`src/rtl/epmat_pkg.sv`:
```
// ----------------------------------------------------------------------------
// epmat_pkg
// Shared widths, constants and types of the edge-period tachometer.
// ----------------------------------------------------------------------------
package epmat_pkg;

    // Field widths.
    localparam int TIME_W    = 32;
    localparam int RPM_W     = 26;
    localparam int MINP_W    = 24;
    localparam int S_TDATA_W = 32;
    localparam int M_TDATA_W = 64;

    // Reset value of the minimum-period register, in microseconds.
    localparam logic [MINP_W-1:0] MINP_RESET = 24'd150000;

    // Microseconds per minute: the dividend of the speed computation.
    localparam logic [RPM_W-1:0] RPM_NUM = 26'd60000000;

    // Microsecond timestamps, periods and averages.
    typedef logic [TIME_W-1:0] period_t;

    // Speed in revolutions per minute.
    typedef logic [RPM_W-1:0] rpm_t;

endpackage

```
`src/rtl/epmat_queue.sv`:
```
// ----------------------------------------------------------------------------
// epmat_queue
// Two-entry queue that carries updated averages from the front to the back.
// ----------------------------------------------------------------------------
module epmat_queue (
    input  logic              aclk,
    input  logic              aresetn,
    input  logic              in_valid,
    output logic              in_ready,
    input  epmat_pkg::period_t in_data,
    output logic              out_valid,
    input  logic              out_ready,
    output epmat_pkg::period_t out_data
);
    import epmat_pkg::*;

    period_t    mem [2];
    logic       wr_ptr_reg;
    logic       rd_ptr_reg;
    logic [1:0] count_reg;
    logic       push;
    logic       pop;

    assign in_ready  = (count_reg != 2'd2);
    assign out_valid = (count_reg != 2'd0);
    assign out_data  = mem[rd_ptr_reg];
    assign push      = in_valid && in_ready;
    assign pop       = out_valid && out_ready;

    // Storage is written at the write pointer.
    always_ff @(posedge aclk) begin
        if (push) begin
            mem[wr_ptr_reg] <= in_data;
        end
    end

    // Pointers and fill count.
    always_ff @(posedge aclk) begin
        if (!aresetn) begin
            wr_ptr_reg <= 1'b0;
            rd_ptr_reg <= 1'b0;
            count_reg  <= 2'd0;
        end else begin
            if (push) begin
                wr_ptr_reg <= ~wr_ptr_reg;
            end
            if (pop) begin
                rd_ptr_reg <= ~rd_ptr_reg;
            end
            if (push && !pop) begin
                count_reg <= count_reg + 2'd1;
            end else if (pop && !push) begin
                count_reg <= count_reg - 2'd1;
            end
        end
    end

endmodule

```
`src/rtl/epmat_front.sv`:
```
// ----------------------------------------------------------------------------
// epmat_front
// Takes edge beats, rejects glitches, and updates the period ring and the
// running average; each new average is handed to the queue.
// ----------------------------------------------------------------------------
module epmat_front #(
    parameter int WINDOW = 3
) (
    input  logic                      aclk,
    input  logic                      aresetn,
    input  logic                      s_tvalid,
    output logic                      s_tready,
    input  logic [epmat_pkg::S_TDATA_W-1:0] s_tdata,
    input  logic                      cfg_valid,
    output logic                      cfg_ready,
    input  logic [epmat_pkg::MINP_W-1:0] cfg_data,
    output logic                      q_valid,
    input  logic                      q_ready,
    output epmat_pkg::period_t        q_data
);
    import epmat_pkg::*;

    localparam int SLOT_W  = (WINDOW > 1) ? $clog2(WINDOW) : 1;
    localparam int SHIFT_L = $clog2(WINDOW);
    localparam int PROD_W  = 2 * TIME_W;
    localparam int SUM_W   = PROD_W + 1;

    // Reciprocal of the window length, rounded up, scaled by 2^(32+SHIFT_L).
    // It needs 33 bits: the low 32 go through the multiplier and the top bit
    // adds the period shifted up by 32.
    localparam logic [63:0] RECIP =
        ((64'd1 << (TIME_W + SHIFT_L)) + 64'(WINDOW) - 64'd1) / 64'(WINDOW);
    localparam period_t RECIP_LO = RECIP[TIME_W-1:0];
    localparam logic    RECIP_HI = RECIP[TIME_W];

    localparam logic [2:0] ST_IDLE = 3'd0;
    localparam logic [2:0] ST_MUL  = 3'd1;
    localparam logic [2:0] ST_QUO  = 3'd2;
    localparam logic [2:0] ST_UPD  = 3'd3;
    localparam logic [2:0] ST_PUSH = 3'd4;

    logic [2:0]        state_reg, state_next;
    logic [MINP_W-1:0] min_period_reg;
    period_t           last_edge_reg, last_edge_next;
    period_t           work_reg, work_next;
    logic [PROD_W-1:0] prod_reg, prod_next;
    logic [SLOT_W-1:0] slot_reg, slot_next;
    period_t           avg_reg, avg_next;
    period_t           ring_reg [WINDOW];

    period_t           period;
    logic              accept;
    logic              keep;
    logic [SUM_W-1:0]  scaled;
    period_t           quotient;

    assign s_tready  = (state_reg == ST_IDLE);
    assign cfg_ready = 1'b1;
    assign accept    = s_tvalid && s_tready;
    assign period    = s_tdata - last_edge_reg;
    assign keep      = (period > {{(TIME_W-MINP_W){1'b0}}, min_period_reg});
    assign q_valid   = (state_reg == ST_PUSH);
    assign q_data    = avg_reg;

    // Divide by the window length: full reciprocal product, then shift.
    assign scaled   = {1'b0, prod_reg}
                    + {1'b0, work_reg & {TIME_W{RECIP_HI}}, {TIME_W{1'b0}}};
    assign quotient = period_t'(scaled >> (TIME_W + SHIFT_L));

    // Next-state logic of the sequencer.
    always_comb begin
        state_next     = state_reg;
        last_edge_next = last_edge_reg;
        work_next      = work_reg;
        prod_next      = prod_reg;
        slot_next      = slot_reg;
        avg_next       = avg_reg;
        case (state_reg)
            ST_IDLE: begin
                if (accept && keep) begin
                    last_edge_next = s_tdata;
                    work_next      = period;
                    state_next     = ST_MUL;
                end
            end
            ST_MUL: begin
                prod_next  = PROD_W'(work_reg) * PROD_W'(RECIP_LO);
                state_next = ST_QUO;
            end
            ST_QUO: begin
                work_next  = quotient;
                state_next = ST_UPD;
            end
            ST_UPD: begin
                // Work register now holds the new period divided by the window.
                avg_next = avg_reg - ring_reg[slot_reg] + work_reg;
                if (slot_reg == SLOT_W'(WINDOW - 1)) begin
                    slot_next = '0;
                end else begin
                    slot_next = slot_reg + 1'b1;
                end
                state_next = ST_PUSH;
            end
            ST_PUSH: begin
                if (q_ready) begin
                    state_next = ST_IDLE;
                end
            end
            default: begin
                state_next = ST_IDLE;
            end
        endcase
    end

    // Control and state registers.
    always_ff @(posedge aclk) begin
        if (!aresetn) begin
            state_reg      <= ST_IDLE;
            min_period_reg <= MINP_RESET;
            last_edge_reg  <= '0;
            slot_reg       <= '0;
            avg_reg        <= '0;
            for (int i = 0; i < WINDOW; i++) begin
                ring_reg[i] <= '0;
            end
        end else begin
            state_reg     <= state_next;
            last_edge_reg <= last_edge_next;
            slot_reg      <= slot_next;
            avg_reg       <= avg_next;
            if (cfg_valid && cfg_ready) begin
                min_period_reg <= cfg_data;
            end
            if (state_reg == ST_UPD) begin
                ring_reg[slot_reg] <= work_reg;
            end
        end
    end

    // Divider datapath registers.
    always_ff @(posedge aclk) begin
        work_reg <= work_next;
        prod_reg <= prod_next;
    end

endmodule

```
`src/rtl/epmat_back.sv`:
```
// ----------------------------------------------------------------------------
// epmat_back
// Divides the minute constant by each queued average and drives the result
// beats through an output register.
// ----------------------------------------------------------------------------
module epmat_back (
    input  logic                      aclk,
    input  logic                      aresetn,
    input  logic                      q_valid,
    output logic                      q_ready,
    input  epmat_pkg::period_t        q_data,
    output logic                      m_tvalid,
    input  logic                      m_tready,
    output logic [epmat_pkg::M_TDATA_W-1:0] m_tdata
);
    import epmat_pkg::*;

    localparam int CNT_W = $clog2(RPM_W);

    localparam logic [1:0] ST_IDLE = 2'd0;
    localparam logic [1:0] ST_DIV  = 2'd1;
    localparam logic [1:0] ST_OUT  = 2'd2;

    logic [1:0]        state_reg, state_next;
    rpm_t              num_reg, num_next;
    period_t           rem_reg, rem_next;
    period_t           den_reg, den_next;
    logic [CNT_W-1:0]  cnt_reg, cnt_next;
    logic              m_tvalid_reg;
    rpm_t              rpm_out_reg;
    period_t           avg_out_reg;

    logic [TIME_W:0]   rem_shift;
    logic              q_bit;
    logic              load_out;

    assign q_ready  = (state_reg == ST_IDLE);
    assign load_out = (state_reg == ST_OUT) && (!m_tvalid_reg || m_tready);
    assign m_tvalid = m_tvalid_reg;
    assign m_tdata  = {{(M_TDATA_W-TIME_W-RPM_W){1'b0}}, avg_out_reg, rpm_out_reg};

    // One restoring step of the speed divide.
    assign rem_shift = {rem_reg, num_reg[RPM_W-1]};
    assign q_bit     = (rem_shift >= {1'b0, den_reg});

    // Next-state logic of the divider sequencer.
    always_comb begin
        state_next = state_reg;
        num_next   = num_reg;
        rem_next   = rem_reg;
        den_next   = den_reg;
        cnt_next   = cnt_reg;
        case (state_reg)
            ST_IDLE: begin
                if (q_valid) begin
                    den_next = q_data;
                    rem_next = '0;
                    cnt_next = '0;
                    if (q_data == '0) begin
                        // A zero average reads as standstill.
                        num_next   = '0;
                        state_next = ST_OUT;
                    end else begin
                        num_next   = RPM_NUM;
                        state_next = ST_DIV;
                    end
                end
            end
            ST_DIV: begin
                rem_next = q_bit ? TIME_W'(rem_shift - {1'b0, den_reg})
                                 : TIME_W'(rem_shift);
                num_next = {num_reg[RPM_W-2:0], q_bit};
                cnt_next = cnt_reg + 1'b1;
                if (cnt_reg == CNT_W'(RPM_W - 1)) begin
                    state_next = ST_OUT;
                end
            end
            ST_OUT: begin
                if (load_out) begin
                    state_next = ST_IDLE;
                end
            end
            default: begin
                state_next = ST_IDLE;
            end
        endcase
    end

    // Control registers.
    always_ff @(posedge aclk) begin
        if (!aresetn) begin
            state_reg    <= ST_IDLE;
            m_tvalid_reg <= 1'b0;
        end else begin
            state_reg <= state_next;
            if (load_out) begin
                m_tvalid_reg <= 1'b1;
            end else if (m_tready) begin
                m_tvalid_reg <= 1'b0;
            end
        end
    end

    // Datapath and output payload registers.
    always_ff @(posedge aclk) begin
        num_reg <= num_next;
        rem_reg <= rem_next;
        den_reg <= den_next;
        cnt_reg <= cnt_next;
        if (load_out) begin
            rpm_out_reg <= num_reg;
            avg_out_reg <= den_reg;
        end
    end

endmodule

```
`src/rtl/edge_period_moving_average_tach.sv`:
```
// ----------------------------------------------------------------------------
// edge_period_moving_average_tach
// Tachometer that averages sensor edge periods and reports speed in rpm.
// ----------------------------------------------------------------------------
// Each input beat is the microsecond timestamp of one sensor edge. An edge
// that follows the last kept edge by no more than min_period_us is dropped
// and gives no output. A kept edge passes through the front's states in
// order: IDLE takes it, MUL and QUO divide it by WINDOW as a multiply by its
// reciprocal, UPD updates the ring and average, and PUSH hands the average
// on. The back then takes the average, runs 26 quotient steps of the rpm
// divide (skipped when the average is zero) and loads the output register;
// it takes no new average before that load, so the rpm divide bounds the
// sustained rate of kept edges. A two-entry queue lets the front run ahead;
// once it is full the front holds s_tready low. Each output beat carries the
// speed and the new average period. WINDOW may range from 1 to 16.
module edge_period_moving_average_tach #(
    parameter int WINDOW = 3
) (
    input  logic        aclk,
    input  logic        aresetn,
    // Edge input; tdata: [31:0] edge_time_us.
    input  logic        s_tvalid,
    output logic        s_tready,
    input  logic [31:0] s_tdata,
    // Minimum-period register write; data: [23:0] min_period_us.
    input  logic        cfg_valid,
    output logic        cfg_ready,
    input  logic [23:0] cfg_data,
    // Result output; tdata: [25:0] rpm, [57:26] average period, [63:58] zero.
    output logic        m_tvalid,
    input  logic        m_tready,
    output logic [63:0] m_tdata
);
    import epmat_pkg::*;

    logic    fq_valid;
    logic    fq_ready;
    period_t fq_data;
    logic    qb_valid;
    logic    qb_ready;
    period_t qb_data;

    // Edge classification and average update.
    epmat_front #(
        .WINDOW(WINDOW)
    ) u_front (
        .aclk      (aclk),
        .aresetn   (aresetn),
        .s_tvalid  (s_tvalid),
        .s_tready  (s_tready),
        .s_tdata   (s_tdata),
        .cfg_valid (cfg_valid),
        .cfg_ready (cfg_ready),
        .cfg_data  (cfg_data),
        .q_valid   (fq_valid),
        .q_ready   (fq_ready),
        .q_data    (fq_data)
    );

    // Decoupling queue between the two halves.
    epmat_queue u_queue (
        .aclk      (aclk),
        .aresetn   (aresetn),
        .in_valid  (fq_valid),
        .in_ready  (fq_ready),
        .in_data   (fq_data),
        .out_valid (qb_valid),
        .out_ready (qb_ready),
        .out_data  (qb_data)
    );

    // Speed divide and output register.
    epmat_back u_back (
        .aclk     (aclk),
        .aresetn  (aresetn),
        .q_valid  (qb_valid),
        .q_ready  (qb_ready),
        .q_data   (qb_data),
        .m_tvalid (m_tvalid),
        .m_tready (m_tready),
        .m_tdata  (m_tdata)
    );

endmodule
```
`config.mk`:
```
export PLATFORM = sky130hd
export DESIGN_NAME = edge_period_moving_average_tach
export DESIGN_NICKNAME = d
export VERILOG_FILES = /design/src/rtl/epmat_pkg.sv /design/src/rtl/epmat_queue.sv /design/src/rtl/epmat_front.sv /design/src/rtl/epmat_back.sv /design/src/rtl/edge_period_moving_average_tach.sv
export SDC_FILE = /design/constraint.sdc
export NUM_CORES = 2
export LEC_CHECK = 0
export BUFFER_PORTS_ARGS = -buffer_cell sky130_fd_sc_hd__buf_2
export CORE_MARGIN = 8
export CORE_UTILIZATION = 40
export CTS_CLUSTER_SIZE = 10
export DETAILED_ROUTE_END_ITERATION = 6
export PLACE_DENSITY_LB_ADDON = 0.1
export SLEW_MARGIN = 20
export SYNTH_ARGS = -nofsm -noshare
export SYNTH_HDL_FRONTEND = slang
export SYNTH_SLANG_ARGS = --single-unit
```
`constraint.sdc`:
```
create_clock -name aclk -period 6.82 [get_ports aclk]
set_input_delay 1.364 -clock aclk [delete_from_list [all_inputs] [get_ports aclk]]
set_output_delay 1.364 -clock aclk [all_outputs]
set_load 0.05 [all_outputs]
```
==> metrics.md <==
| Metric | Value |
|---|---|
| Initial drt markers | `1679` |
| Number of synthesized flops with an enable pin | `408` |
| Distinct cells, synth | `93` |
| Layout cells sized above 1 | `19.98%` |
| Mapped Area | `42290 um^2` |
| Crit path launch type | `flop` |
| Final min period | `7073 ps` |
| Hold WC Path Type | `reg2reg` |
| Crit path capture type | `flop` |
| Synth Instances | `3866` |
| Outcome | `complete, but fails checks` |
| Synth Area per Inst | `10.94 um^2` |
| Clock-pin slew on the worst setup and hold paths | `60 ps` |
| Slew Viols, Final | `0` |
| Fmax | `0.1414 GHz` |
| Reg2reg path depth | `27` |
| Initial Util | `40.23%` |
| Max Fanout on Critical Path | `4` |
| Async S/R FF share, synth | `0%` |
| Routed wire per std cell | `21.54 um` |
| Routability cong. | `0.9357` |
| Fillers | `10010` |
| Via count | `29382` |
| Pin count of the biggest net entering global routing | `80` |
| Rows | `119` |
| H-tree depth | `3` |
| Initial antenna violation count | `5` |
| Seq cells post-synth | `511` |
| Data arrival, critical path | `7450 ps` |
| Slew HR | `28.37%` |
| I/O Buffers | `120` |
| Root Buffer | `clkbuf_16` |
| Die Wd | `341.2 um` |
| Commonest non-fill, non-tap cells in the layout | `inv_1, ha_1, edfxtp_1` |
| Syn-to-layout area delta | `19.72%` |
| First-pass GRT wire length | `189900 um` |
| Die H | `341.2 um` |
| Post-DP HPWL | `101900 um` |
| Failing checks | `negative setup slack` |
| Detail Route Antenna Nets | `0` |
| # Max-Cap Violations | `0` |
| Worst path required time | `7190 ps` |
| Worst slew pin tran | `1063 ps` |
| DRC | `0` |
| Die area | `116400 um^2` |
| Most common cell after layout, fill and taps aside | `inv_1` |
| Min-Delay Path Depth | `0` |
| Drt first pass iters | `5` |
| CTS tree | `done` |
| Grt total ovfl | `0` |
| Setup ws final | `-253.3 ps` |
| Worst setup path class | `reg2reg` |
| Crit share post-route | `103.7%` |
| Fin nets | `5319` |
| Ys Warns | `0` |
| Cell Area, Placed | `47100 um^2` |
| Inserted Diodes | `0` |
| Post-synthesis sequential area ratio | `33.84%` |
| Ys flop type | `edfxtp_1` |
| Design area | `50640 um^2` |
| Max reg flops | `128` |
| Fin Clk Skew | `29.12 ps` |
| Num CTS Buffers | `67` |
| Io pins | `128` |
| Core area | `105100 um^2` |
| Clk_lat worst skew | `640 ps` |
| Number of global-route vias before repair | `30532` |
| CTS Hold Bufs | `0` |
| Multi-input combinational cell area | `25960 um^2` |
| RSZ-0062 raised after global routing | `true` |
| Vias per cell | `5.056` |
| WL final | `125200 um` |
| Sink Count | `511` |
| Seq. cell area | `14320 um^2` |
| Finish-stage setup viols | `20` |
| Clock Tree Buf Depth | `3` |
| Final hold vios | `0` |
| Gr usage total | `21.41%` |
layer usage:
metal | GRT usage, % | vias to the layer above | wire, um
li1 | - | 14128 | -
met1 | 28.34 | 14486 | 54960
met2 | 36.05 | 591 | 59950
met4 | 7.791 | 2 | 4938
met3 | 2.633 | 175 | 5318
met5 | 0 | - | 13
final cells by class:
| class | count | share of cell area [%] |
|---|---|---|
| inverter | 724 | 5.367 |
| multi-input combinational | 2543 | 51.28 |
| clock inverter | 20 | 0.5708 |
| tap | 1391 | 3.437 |
| clock buffer | 103 | 3.758 |
| timing repair buffer | 519 | 7.321 |
| sequential | 511 | 28.27 |
Yosys cell counts, types with 39 or more instances:
cell      count  area, um^2
nor4_1       42       262.8
and2_1      102       638.1
nand3_1      39       195.2
xnor2_1     102       893.4
inv_1       723        2714
a21oi_1     191       955.9
dfxtp_1     103        2062
clkbuf_1     69       259.0
fa_1        368        7367
edfxtp_1    408       12250
a21o_1       81       608.1
nand2_1     234       878.3
ha_1        524        6556
nor2_1      139       521.8
mux2i_1      59       590.6
o21ai_0      97       485.5
xor2_1       77       674.4
metrics by stage:
| stage | utilization [%] | setup TNS (ps) | hold WS, ps | instances | worst slack [ps] |
|---|---|---|---|---|---|
| 3_5_place_dp | 44.80 | -6923 | 426.8 | 5630 | -605.7 |
| 4_1_cts | 47.65 | -1652 | 441.9 | 5790 | -185.8 |
| 2_1_floorplan | - | 0 | 417.4 | 3871 | 2.344 |
| 5_1_grt | 48.17 | -5422 | 452.9 | 5811 | -378.2 |
| 3_3_place_gp | 44.80 | -5657 | 426.0 | 5630 | -405.4 |
| 6_report | 48.17 | -2172 | 440.9 | 5811 | -253.3 |
critical path, cell delays in order (launching register included):
cell      delay [ps]
edfxtp_1         510
buf_6            180
ha_4             240
xor2_4           180
ha_2             180
nand2b_4         150
fa_1             490
inv_1             50
fa_1             490
inv_2             50
fa_1             540
fa_1             420
fa_1             510
inv_2             40
fa_1             480
inv_2             50
ha_4             150
a211o_1          240
a21oi_2          140
a31oi_2          130
a311o_1          400
a21oi_4          280
o311ai_4         150
a41oi_2          170
buf_4            150
o21bai_4          60
a311oi_2         270
xnor2_1          100
what timing repair did:
action | in CTS | in global routing
pin swaps | 60 | 71
setup buffers | 38 | 21
endpoints found under the hold margin | 0 | 0
endpoints found under the setup margin | 26 | 27
gates resized for setup | 100 | 85
worst paths after layout:
check,endpoint,startpoint,slack [ps]
max reg2reg,u_front.prod_reg[61]$_DFFE_PP_,u_front.work_reg[8]$_DFFE_PP_,-250
min reg2reg,u_back.rpm_out_reg[10]$_DFFE_PP_,u_back.num_reg[10]$_DFFE_PP_,440
max,u_front.prod_reg[61]$_DFFE_PP_,u_front.work_reg[8]$_DFFE_PP_,-250
min,u_back.rpm_out_reg[10]$_DFFE_PP_,u_back.num_reg[10]$_DFFE_PP_,440
cells by family after synthesis:
logic type,Yosys count,share of synthesized area (%)
fa+ha+maj,892,32.92
buf+inv,817,7.378
simple gates,748,8.813
compound gates,592,9.316
flops,511,33.84
xor+xnor,179,3.707
mux,125,4.006
other cells,2,0.01776
Power is not shown: default switching activity piles up to over one toggle a cycle in this logic, so the estimate is an artifact.
